==> config.mk <==
export PLATFORM = sky130hd
export DESIGN_NAME = color_keyed_pixel_remap
export DESIGN_NICKNAME = d
export VERILOG_FILES = /design/src/rtl/ckpr_pkg.sv /design/src/rtl/color_keyed_pixel_remap.sv
export SDC_FILE = /design/constraint.sdc
export NUM_CORES = 1
export LEC_CHECK = 0
export ABC_AREA = 1
export BUFFER_PORTS_ARGS = -buffer_cell sky130_fd_sc_hd__buf_4
export CAP_MARGIN = 20
export CORE_MARGIN = 3
export CORE_UTILIZATION = 60
export CTS_CLUSTER_DIAMETER = 30
export DETAILED_ROUTE_END_ITERATION = 6
export GPL_ROUTABILITY_DRIVEN = 0
export PLACE_DENSITY = 0.74
export SETUP_SLACK_MARGIN = 0.02
export SLEW_MARGIN = 40
export SYNTH_ARGS = -nofsm -noshare
export SYNTH_HDL_FRONTEND = slang
export SYNTH_SLANG_ARGS = --single-unit
==> constraint.sdc <==
create_clock -name clk -period 14.5 [get_ports clk]
set_input_delay 2.9 -clock clk [delete_from_list [all_inputs] [get_ports clk]]
set_output_delay 2.9 -clock clk [all_outputs]
set_load 0.01 [all_outputs]
==> src/rtl/ckpr_pkg.sv <==
// ----------------------------------------------------------------------------
// ckpr_pkg: shared definitions for the color-keyed pixel remap block
// Pixel formats, opcodes, register indexes, masks and default sizes.
// ----------------------------------------------------------------------------
package ckpr_pkg;

	// Default number of substitution table entries.
	localparam int TABLE_ENTRIES_DEF = 16;

	// Field and register widths.
	localparam int PIXEL_W   = 32;
	localparam int COLOR_W   = 24;
	localparam int ENTRY_W   = 4;
	localparam int COUNT_W   = 5;
	localparam int FORMAT_W  = 2;
	localparam int CFG_IDX_W = 2;
	localparam int CFG_DATA_W = 24;

	// Color masks per pixel format.
	localparam logic [COLOR_W-1:0] MASK_555 = 24'h007FFF;
	localparam logic [COLOR_W-1:0] MASK_16  = 24'h00FFFF;
	localparam logic [COLOR_W-1:0] MASK_24  = 24'hFFFFFF;

	// Pixel formats.
	typedef enum logic [FORMAT_W-1:0] {
		FMT_555 = 2'd0,
		FMT_565 = 2'd1,
		FMT_24  = 2'd2,
		FMT_32  = 2'd3
	} fmt_t;

	// Input transaction opcodes.
	typedef enum logic {
		OP_PIXEL = 1'b0,
		OP_LOAD  = 1'b1
	} opcode_t;

	// Configuration register indexes.
	typedef enum logic [CFG_IDX_W-1:0] {
		CFG_PIXEL_FORMAT   = 2'd0,
		CFG_KEY_COLOR      = 2'd1,
		CFG_ENTRIES_IN_USE = 2'd2
	} cfg_idx_t;

	// True for the two 16-bit formats.
	function automatic logic is_16bit(input fmt_t fmt);
		return (fmt == FMT_555) || (fmt == FMT_565);
	endfunction

endpackage

==> src/rtl/color_keyed_pixel_remap.sv <==
// ----------------------------------------------------------------------------
// color_keyed_pixel_remap: color-keyed blit pixel stage with substitution
// Drops pixels equal to the key color and remaps the others through a small
// table of match/replacement pairs; the highest active matching entry wins.
// ----------------------------------------------------------------------------
//
//  Channel   Handshake                 Payload
//  -------   -----------------------   ------------------------------------------
//  src       src_valid / src_stall     opcode, entry_index, match_value,
//                                      replace_value, source_pixel
//  dst       dst_valid / dst_stall     out_pixel, write_enable
//  cfg       cfg_we                    cfg_index, cfg_data
//
//  One transaction enters per cycle while src_stall is low; an accepted pixel passes
//  the stage registers in order (key check, table compare, priority select, replacement read).
//  Load transactions travel the same stages and produce no output.
//  Reset clears the stage valid bits and the configuration registers; the tables are not cleared.
//  A stall on dst backs up stage by stage; no transaction is dropped or repeated.
//
module color_keyed_pixel_remap #(
	parameter int TABLE_ENTRIES = ckpr_pkg::TABLE_ENTRIES_DEF
) (
	input  logic                            clk,
	input  logic                            arst_n,
	// Input transactions
	input  logic                            src_valid,
	output logic                            src_stall,
	input  logic                            opcode,
	input  logic [ckpr_pkg::ENTRY_W-1:0]    entry_index,
	input  logic [ckpr_pkg::PIXEL_W-1:0]    match_value,
	input  logic [ckpr_pkg::PIXEL_W-1:0]    replace_value,
	input  logic [ckpr_pkg::PIXEL_W-1:0]    source_pixel,
	// Output transactions
	output logic                            dst_valid,
	input  logic                            dst_stall,
	output logic [ckpr_pkg::PIXEL_W-1:0]    out_pixel,
	output logic                            write_enable,
	// Configuration writes
	input  logic                            cfg_we,
	input  logic [ckpr_pkg::CFG_IDX_W-1:0]  cfg_index,
	input  logic [ckpr_pkg::CFG_DATA_W-1:0] cfg_data
);
	import ckpr_pkg::*;

	localparam int IDX_W = (TABLE_ENTRIES > 1) ? $clog2(TABLE_ENTRIES) : 1;

	// Configuration registers.
	fmt_t               fmt_q;
	logic [COLOR_W-1:0] key_q;
	logic [COUNT_W-1:0] entries_q;

	// Substitution tables; contents are undefined until written.
	logic [PIXEL_W-1:0] match_table_q   [TABLE_ENTRIES];
	logic [PIXEL_W-1:0] replace_table_q [TABLE_ENTRIES];

	// Stage 1: captured transaction with key check done.
	logic               valid_s1, load_s1, keyed_s1;
	logic [COLOR_W-1:0] color_s1;
	logic [ENTRY_W-1:0] entry_s1;
	logic [PIXEL_W-1:0] match_s1, replace_s1;

	// Stage 2: match vector over the active entries.
	logic                     valid_s2, load_s2, keyed_s2;
	logic [COLOR_W-1:0]       color_s2;
	logic [ENTRY_W-1:0]       entry_s2;
	logic [PIXEL_W-1:0]       replace_s2;
	logic [TABLE_ENTRIES-1:0] hit_s2;

	// Stage 3: winning entry index.
	logic               valid_s3, load_s3, keyed_s3, any_s3;
	logic [COLOR_W-1:0] color_s3;
	logic [ENTRY_W-1:0] entry_s3;
	logic [PIXEL_W-1:0] replace_s3;
	logic [IDX_W-1:0]   idx_s3;

	// Stage 4: output register.
	logic               valid_s4;
	logic [PIXEL_W-1:0] pixel_s4;
	logic               we_s4;

	logic ready_s1, ready_s2, ready_s3, ready_s4;
	logic [COLOR_W-1:0]       raw_color, lookup_color;
	logic                     raw_keyed;
	logic [TABLE_ENTRIES-1:0] hit_vec;
	logic [IDX_W-1:0]         win_idx;
	logic [PIXEL_W-1:0]       sel_pixel, fmt_pixel;

	// Stage advance: a stage takes new data when it is empty or its contents move on.
	assign ready_s4  = !valid_s4 || !dst_stall;
	assign ready_s3  = !valid_s3 || ready_s4;
	assign ready_s2  = !valid_s2 || ready_s3;
	assign ready_s1  = !valid_s1 || ready_s2;
	assign src_stall = !ready_s1;

	// Configuration register writes.
	always_ff @(posedge clk or negedge arst_n) begin
		if (!arst_n) begin
			fmt_q     <= FMT_32;
			key_q     <= '0;
			entries_q <= '0;
		end else if (cfg_we) begin
			case (cfg_idx_t'(cfg_index))
				CFG_PIXEL_FORMAT:   fmt_q     <= fmt_t'(cfg_data[FORMAT_W-1:0]);
				CFG_KEY_COLOR:      key_q     <= cfg_data[COLOR_W-1:0];
				CFG_ENTRIES_IN_USE: entries_q <= cfg_data[COUNT_W-1:0];
				default: ;
			endcase
		end
	end

	// Format the source pixel into the lookup color; the key check compares the unmasked raw color.
	always_comb begin
		if (is_16bit(fmt_q)) begin
			raw_color    = {8'h00, source_pixel[15:0]};
			lookup_color = raw_color & ((fmt_q == FMT_555) ? MASK_555 : MASK_16);
		end else begin
			raw_color    = source_pixel[COLOR_W-1:0];
			lookup_color = raw_color & MASK_24;
		end
		raw_keyed = (raw_color == key_q);
	end

	// Stage 1 register.
	always_ff @(posedge clk or negedge arst_n) begin
		if (!arst_n) begin
			valid_s1 <= 1'b0;
		end else if (ready_s1) begin
			valid_s1 <= src_valid;
		end
	end

	always_ff @(posedge clk) begin
		if (src_valid && ready_s1) begin
			load_s1    <= (opcode_t'(opcode) == OP_LOAD);
			keyed_s1   <= raw_keyed;
			color_s1   <= lookup_color;
			entry_s1   <= entry_index;
			match_s1   <= match_value;
			replace_s1 <= replace_value;
		end
	end

	// Compare the lookup color with every active match entry.
	always_comb begin
		for (int i = 0; i < TABLE_ENTRIES; i++) begin
			hit_vec[i] = (i < int'(entries_q)) &&
				(match_table_q[i] == {8'h00, color_s1});
		end
	end

	// Stage 2 register.
	always_ff @(posedge clk or negedge arst_n) begin
		if (!arst_n) begin
			valid_s2 <= 1'b0;
		end else if (ready_s2) begin
			valid_s2 <= valid_s1;
		end
	end

	always_ff @(posedge clk) begin
		if (valid_s1 && ready_s2) begin
			load_s2    <= load_s1;
			keyed_s2   <= keyed_s1;
			color_s2   <= color_s1;
			entry_s2   <= entry_s1;
			replace_s2 <= replace_s1;
			hit_s2     <= hit_vec;
		end
	end

	// Match table write: a load updates it as it leaves stage 1, so pixels ahead
	// of it compare against the old contents and pixels behind it the new ones.
	for (genvar g = 0; g < TABLE_ENTRIES; g++) begin : g_match
		always_ff @(posedge clk) begin
			if (valid_s1 && ready_s2 && load_s1 && (int'(entry_s1) == g)) begin
				match_table_q[g] <= match_s1;
			end
		end
	end

	// Highest matching index wins.
	always_comb begin
		win_idx = '0;
		for (int i = 0; i < TABLE_ENTRIES; i++) begin
			if (hit_s2[i]) begin
				win_idx = IDX_W'(i);
			end
		end
	end

	// Stage 3 register.
	always_ff @(posedge clk or negedge arst_n) begin
		if (!arst_n) begin
			valid_s3 <= 1'b0;
		end else if (ready_s3) begin
			valid_s3 <= valid_s2;
		end
	end

	always_ff @(posedge clk) begin
		if (valid_s2 && ready_s3) begin
			load_s3    <= load_s2;
			keyed_s3   <= keyed_s2;
			color_s3   <= color_s2;
			entry_s3   <= entry_s2;
			replace_s3 <= replace_s2;
			any_s3     <= |hit_s2;
			idx_s3     <= win_idx;
		end
	end

	// Replacement table write, at the same pipeline position as its read.
	for (genvar g = 0; g < TABLE_ENTRIES; g++) begin : g_replace
		always_ff @(posedge clk) begin
			if (valid_s3 && ready_s4 && load_s3 && (int'(entry_s3) == g)) begin
				replace_table_q[g] <= replace_s3;
			end
		end
	end

	// Read the replacement and cut it to the pixel format.
	always_comb begin
		sel_pixel = any_s3 ? replace_table_q[idx_s3] : {8'h00, color_s3};
		case (fmt_q)
			FMT_555, FMT_565: fmt_pixel = {16'h0000, sel_pixel[15:0]};
			FMT_24:           fmt_pixel = {8'h00, sel_pixel[COLOR_W-1:0]};
			default:          fmt_pixel = sel_pixel;
		endcase
	end

	// Stage 4: output register; loads end at stage 3.
	always_ff @(posedge clk or negedge arst_n) begin
		if (!arst_n) begin
			valid_s4 <= 1'b0;
		end else if (ready_s4) begin
			valid_s4 <= valid_s3 && !load_s3;
		end
	end

	always_ff @(posedge clk) begin
		if (valid_s3 && !load_s3 && ready_s4) begin
			pixel_s4 <= keyed_s3 ? '0 : fmt_pixel;
			we_s4    <= !keyed_s3;
		end
	end

	assign dst_valid    = valid_s4;
	assign out_pixel    = pixel_s4;
	assign write_enable = we_s4;

endmodule

# ---- Yosys cells after proc, flatten, opt, wreduce, memory -nomap -nowiden
# Memories as Yosys holds them, arrays and structs flattened.
# Cells that the tools add are included.
dict set report word_totals {
  reg_bits 307
  ramBits 1024
  inputBits 132
  out_inout_bits 35
  word_cells 385
  mem_count 2
}
dict set report classes {
  order_cmp 16
  n_eq_ne 51
  mux 173
  bitwise 1
  n_reduce_logical 111
}
# name words word_bits read_ports rd_clocked_by_memory_dff wr line_no
set memory_table {}
lappend memory_table {match_table_q 16 32 16 0 1 color_keyed_pixel_remap.sv:53} ;# logic [PIXEL_W-1:0] match_table_q [TABLE_ENTRIES];
lappend memory_table {replace_table_q 16 32 1 0 1 color_keyed_pixel_remap.sv:54} ;# logic [PIXEL_W-1:0] replace_table_q [TABLE_ENTRIES];
# cell n
set ops {}
lappend ops {{2-to-1 mux 32 bit} 31}
lappend ops {{OR reduction 32 bit} 30}
lappend ops {{equality test 32 x 24 -> 1 bit} 16}
lappend ops {{2-to-1 mux 4 bit} 36}
lappend ops {{2-to-1 mux 1 bit} 96}
lappend ops {{equality test 4 bit (second input constant)} 16}
lappend ops {{one-hot mux 32 bit (2 select lines)} 1}
lappend ops {{logical AND 1 bit} 56}
lappend ops {{2-to-1 mux 24 bit} 2}
lappend ops {{< comparator 4 x 5 -> 1 bit (first input constant)} 8}
lappend ops {{equality test 4 x 3 -> 1 bit (second input constant)} 8}
lappend ops {{equality test 24 bit} 1}
lappend ops {{< comparator 3 x 5 -> 1 bit (first input constant)} 4}
lappend ops {{AND 16 bit} 1}
lappend ops {{equality test 4 x 2 -> 1 bit (second input constant)} 4}
lappend ops {{2-to-1 mux 16 bit} 1}
lappend ops {{OR reduction 16 bit} 1}
lappend ops {{2-to-1 mux 3 bit} 4}
lappend ops {{< comparator 1 x 5 -> 1 bit (first input constant)} 2}
lappend ops {{< comparator 2 x 5 -> 1 bit (first input constant)} 2}
lappend ops {{equality test 4 x 1 -> 1 bit (second input constant)} 2}
lappend ops {{logical NOT 1 bit} 8}
lappend ops {{logical NOT 4 bit} 2}
lappend ops {{OR reduction 8 bit} 1}
lappend ops {{8 further kinds} 19}

# ---- Depth between registers and ports, before layout
dict set report depth {
  depth_word 25
  mapped_depth 13
  mapped_depth_nobuf 13
}

# ---- Worst setup path before layout
# No wires, ideal clock.
dict set report synth_timing {
  path_type {input -> register}
  start {in dst_stall}
  end {reg color_s1[0], enable pin}
  t_arrival_ns 7.210
  required_time_ns 13.953
  setup_slack_ns 6.743
  path_stages 7
  path_buffers 0
  path_cell_list {nand2_1 nor2_1 inv_1 nor2_1 inv_1 nor2_1 nor2_1}
}
dict set report synth_between {
  elab_chain_cells 6
}
# element line_no
set synth_rtl {}
lappend synth_rtl {{start, declared} color_keyed_pixel_remap.sv:35} ;# input logic dst_stall,
lappend synth_rtl {{logical NOT 1 bit} color_keyed_pixel_remap.sv:89} ;# assign ready_s4 = !valid_s4 || !dst_stall;
lappend synth_rtl {{logical OR 1 bit} color_keyed_pixel_remap.sv:89}
lappend synth_rtl {{logical OR 1 bit} color_keyed_pixel_remap.sv:90} ;# assign ready_s3 = !valid_s3 || ready_s4;
lappend synth_rtl {{logical OR 1 bit} color_keyed_pixel_remap.sv:91} ;# assign ready_s2 = !valid_s2 || ready_s3;
lappend synth_rtl {{logical OR 1 bit} color_keyed_pixel_remap.sv:92} ;# assign ready_s1 = !valid_s1 || ready_s2;
lappend synth_rtl {{logical AND 1 bit} color_keyed_pixel_remap.sv:133} ;# if (src_valid && ready_s1) begin
lappend synth_rtl {{end signal, assigned} color_keyed_pixel_remap.sv:136} ;# color_s1 <= lookup_color;
lappend synth_rtl {{end, declared} color_keyed_pixel_remap.sv:58} ;# logic [COLOR_W-1:0] color_s1;
# No other way between the ends.
# A chain may end at the register's enable or synchronous reset.

# ---- Worst setup path after layout
dict set report layout_timing {
  start {in dst_stall}
  end {out src_stall}
}
dict set report layout_between {
  elab_chain_cells 6
}
# element line_no
set layout_rtl {}
lappend layout_rtl {{logical NOT 1 bit} color_keyed_pixel_remap.sv:89}
lappend layout_rtl {{logical OR 1 bit} color_keyed_pixel_remap.sv:89}
lappend layout_rtl {{logical OR 1 bit} color_keyed_pixel_remap.sv:90}
lappend layout_rtl {{logical OR 1 bit} color_keyed_pixel_remap.sv:91}
lappend layout_rtl {{logical OR 1 bit} color_keyed_pixel_remap.sv:92}
lappend layout_rtl {{logical NOT 1 bit} color_keyed_pixel_remap.sv:93} ;# assign src_stall = !ready_s1;
lappend layout_rtl {{end, declared} color_keyed_pixel_remap.sv:27} ;# output logic src_stall,
# No other way between the ends.

==> metrics <==
Post-Syn Nets 3779; Worst EP required 11.60 ns; slowest cell on the critical path sky130_fd_sc_hd__nor2_1; number of placement rows 106; count of boundary I/O pins 167; area taken by flip-flops and latches 0.0398 mm2; number of global-route vias before repair 31700; Setup Skew 0.0319 ns; number of failing hold endpoints at the final stage 0; number of antenna violations at the first check in global routing 3; First DRT Iteration DRCs 3697; share of synthesized area occupied by flip-flops and latches 77.3%; Rel. slew slack 36.4%; Final min period 6.93 ns; count of fill cells added during filler insertion 5101; standby leakage power 0.0220 uW; final number of setup-violating endpoints 0; mean routed wirelength per cell 25.3 um; wirelength, routed 133000 um; Critical Path Most Common Cell sky130_fd_sc_hd__nor2_1; grt total ovfl 0; Vert. Die Dim 299 um; # hold bufs at CTS 0; cell count after synthesis 3647; Max Buffers Root-to-Sink 3; Power Dens Cells 166 mW/mm2; final total negative setup slack 0 ns; detailed-placement wirelength estimate 74900 um; per-instance average area after synthesis 14.1 um2; Worst Setup Start Kind input port; number of distinct library cells after synthesis 36; largest net degree at the start of global routing 174; endpoint type of the worst setup path output pin; worst endpoint data arrival time 4.03 ns; Seq cells post-synth 1331; CTS Buf Count 211; share of final-layout standard cells stronger than drive strength 1 16.6%; area added between synthesis and finish 20.2%; most common cell after layout, fill and taps aside sky130_fd_sc_hd__edfxtp_1; router iterations before antenna repair 5; RSZ-0062 raised after global routing no; worst vdd ir 0.150 mV; area of the mapped netlist 0.0515 mm2; top library cells by usage in the layout, fill and taps aside 1296 x sky130_fd_sc_hd__edfxtp_1, 738 x sky130_fd_sc_hd__nand2_1, 366 x sky130_fd_sc_hd__nand3_1; max cap viols 0; measured slew at the worst slew-check pin 0.954 ns; global-route wire length before repair 195000 um; type of the setup path with the least slack input port to output pin; starting density of the core 61.0%; Clock Pin Slew Worst Setup and Hold Paths 0.05 ns; remaining design rule violation count 0; count of warnings emitted by yosys 0; insertion delay to the later sink of the worst-skew pair 0.79 ns; DR vias 31600; GR Util All Layers 29.8%; maximum achievable frequency 144 MHz; worst-path cell chain buf_4, nand2_1, nor2_1, inv_1, nor2_1, inv_1, nor2_1, buf_4; run status complete, no violations; Post CTS Setup Buffer Count 0; Root Driver sky130_fd_sc_hd__clkbuf_16; full die area 0.0894 mm2; area inside the core boundary 0.0844 mm2; ratio of final minimum period to clock period 47.8%; die width 299 um; post-route worst hold slack 0.400 ns; Layout Nets 4093; Post-synth ARST share 2.63%; clock tree from TritonCTS yes; Final ANT Viol Nets 0; Resized cells post-CTS 0; delay contributed by the slowest stage of the critical path 0.29 ns; Port Buffers 158; class of the tightest hold or removal check register to register; total area of multi-input combinational cells 0.0107 mm2; Via density 5.98; Synth Flop Type sky130_fd_sc_hd__edfxtp_1; number of pins exceeding their max-slew limit in the final report 0; number of enable flip-flop cells after synthesis 1296; depth of the CTS H-tree 4; clock net sink count 1331; largest fanout of any net on the critical path 3
kinds of logic after synthesis:
family          count (synthesis)  share of synthesized area [%]
buf+inv                       278                           2.39
mux                            17                          0.372
compound gates                290                           3.37
simple gates                 1484                           12.4
flops                        1331                           77.3
xor+xnor                      247                           4.20
report_power, final:
group / leakage (uW) / total (uW) / switching [uW] / internal [uW]
sequential: 0.0123 / 4540 / 119 / 4420
combinational: 0.00623 / 722 / 503 / 218
clock: 0.00346 / 4980 / 1840 / 3140
total: 0.0220 / 10200 / 2460 / 7780
registers in the layout, summed over array words and instances (netlist names), 5 cells and up:
register         cells
match_s1            32
replace_s2          32
replace_s3          32
match_table_q      512
hit_s2              16
entries_q            5
replace_table_q    512
color_s2            24
replace_s1          32
color_s3            24
out_pixel           32
color_s1            24
key_q               24
metal layers:
| layer | wire length [um] | track usage, % |
|---|---|---|
| met2 | 67000 | 50.2 |
| met1 | 46700 | 36.9 |
| met5 | 75 | 0 |
| met3 | 12600 | 5.99 |
| met4 | 7170 | 15.6 |
synthesized netlist by cell type (3+ instances only):
library cell                   n  area, um2
sky130_fd_sc_hd__dfrtp_1      33        826
sky130_fd_sc_hd__edfxtp_1   1296      38900
sky130_fd_sc_hd__clkinv_1      7       26.3
sky130_fd_sc_hd__nand3_1     366       1830
sky130_fd_sc_hd__or2_2        28        175
sky130_fd_sc_hd__a22o_1       13        114
sky130_fd_sc_hd__a21oi_1      22        110
sky130_fd_sc_hd__a221oi_1      9       78.8
sky130_fd_sc_hd__o21ai_0     147        736
sky130_fd_sc_hd__clkbuf_1     46        173
sky130_fd_sc_hd__o211ai_1     27        203
sky130_fd_sc_hd__xor2_1      120       1050
sky130_fd_sc_hd__o2111ai_1     5       43.8
sky130_fd_sc_hd__inv_1       110        413
sky130_fd_sc_hd__nor4_1       56        350
sky130_fd_sc_hd__nor3_1       17       85.1
sky130_fd_sc_hd__o22ai_1      44        275
sky130_fd_sc_hd__buf_4        17        128
sky130_fd_sc_hd__mux2_2       17        191
sky130_fd_sc_hd__buf_6         3       33.8
sky130_fd_sc_hd__xnor2_1     127       1110
sky130_fd_sc_hd__a211oi_1     10       75.1
sky130_fd_sc_hd__o221ai_1      8       70.1
sky130_fd_sc_hd__o21ai_1       4       20.0
sky130_fd_sc_hd__nor2_1      237        890
sky130_fd_sc_hd__nand2_1     738       2770
sky130_fd_sc_hd__nand4_1      36        225
sky130_fd_sc_hd__buf_1        14       52.6
sky130_fd_sc_hd__buf_2        79        395
path summary, 6_finish.rpt:
path | start | to | slack (ns) | depth (start not counted)
max in group asynchronous | arst_n | fmt_q[1]$_DFFE_PN1P_ | 12.05 | 1
min in group asynchronous | arst_n | key_q[7]$_DFFE_PN0P_ | 2.08 | 1
hold / removal | color_s2[21]$_DFFE_PP_ | color_s3[21]$_DFFE_PP_ | 0.40 | 0
hold reg to reg | color_s2[21]$_DFFE_PP_ | color_s3[21]$_DFFE_PP_ | 0.40 | 0
setup / recovery | dst_stall | src_stall | 7.57 | 8
setup reg to reg | idx_s3[1]$_SDFFCE_PP1P_ | out_pixel[16]$_SDFFCE_PP0P_ | 11.16 | 10
critical path, delay by kind of cell:
family / cells / cell delay (ns)
buffers and inverters: 4 / 0.45
AND/OR/NAND/NOR: 4 / 0.69
per-stage QoR:
step | instances | area (um2) | total power, uW | setup slack (ns) | utilization (%)
floorplan | 3647 | 51500 | 5010 | 6.74 | -
global placement | 4846 | 54100 | 5280 | 7.62 | 64.1
detailed placement | 4878 | 54600 | 5320 | 7.57 | 64.7
CTS | 5277 | 61800 | 10300 | 7.56 | 73.3
global route | 5281 | 61900 | 10500 | 7.47 | 73.4
finish | 5282 | 61900 | 10200 | 7.57 | 73.4
area by class of cell:
type / count / share of cell area [%]
clock buffers: 240 / 8.71
well taps: 1134 / 2.29
multi-input cells: 2038 / 17.3
repair buffers: 260 / 3.67
flip-flops and latches: 1331 / 64.3
inverters: 119 / 0.740
clock inverters: 159 / 2.96
diodes: 1 / 0.00404
Power figures use the tool's default switching activity.
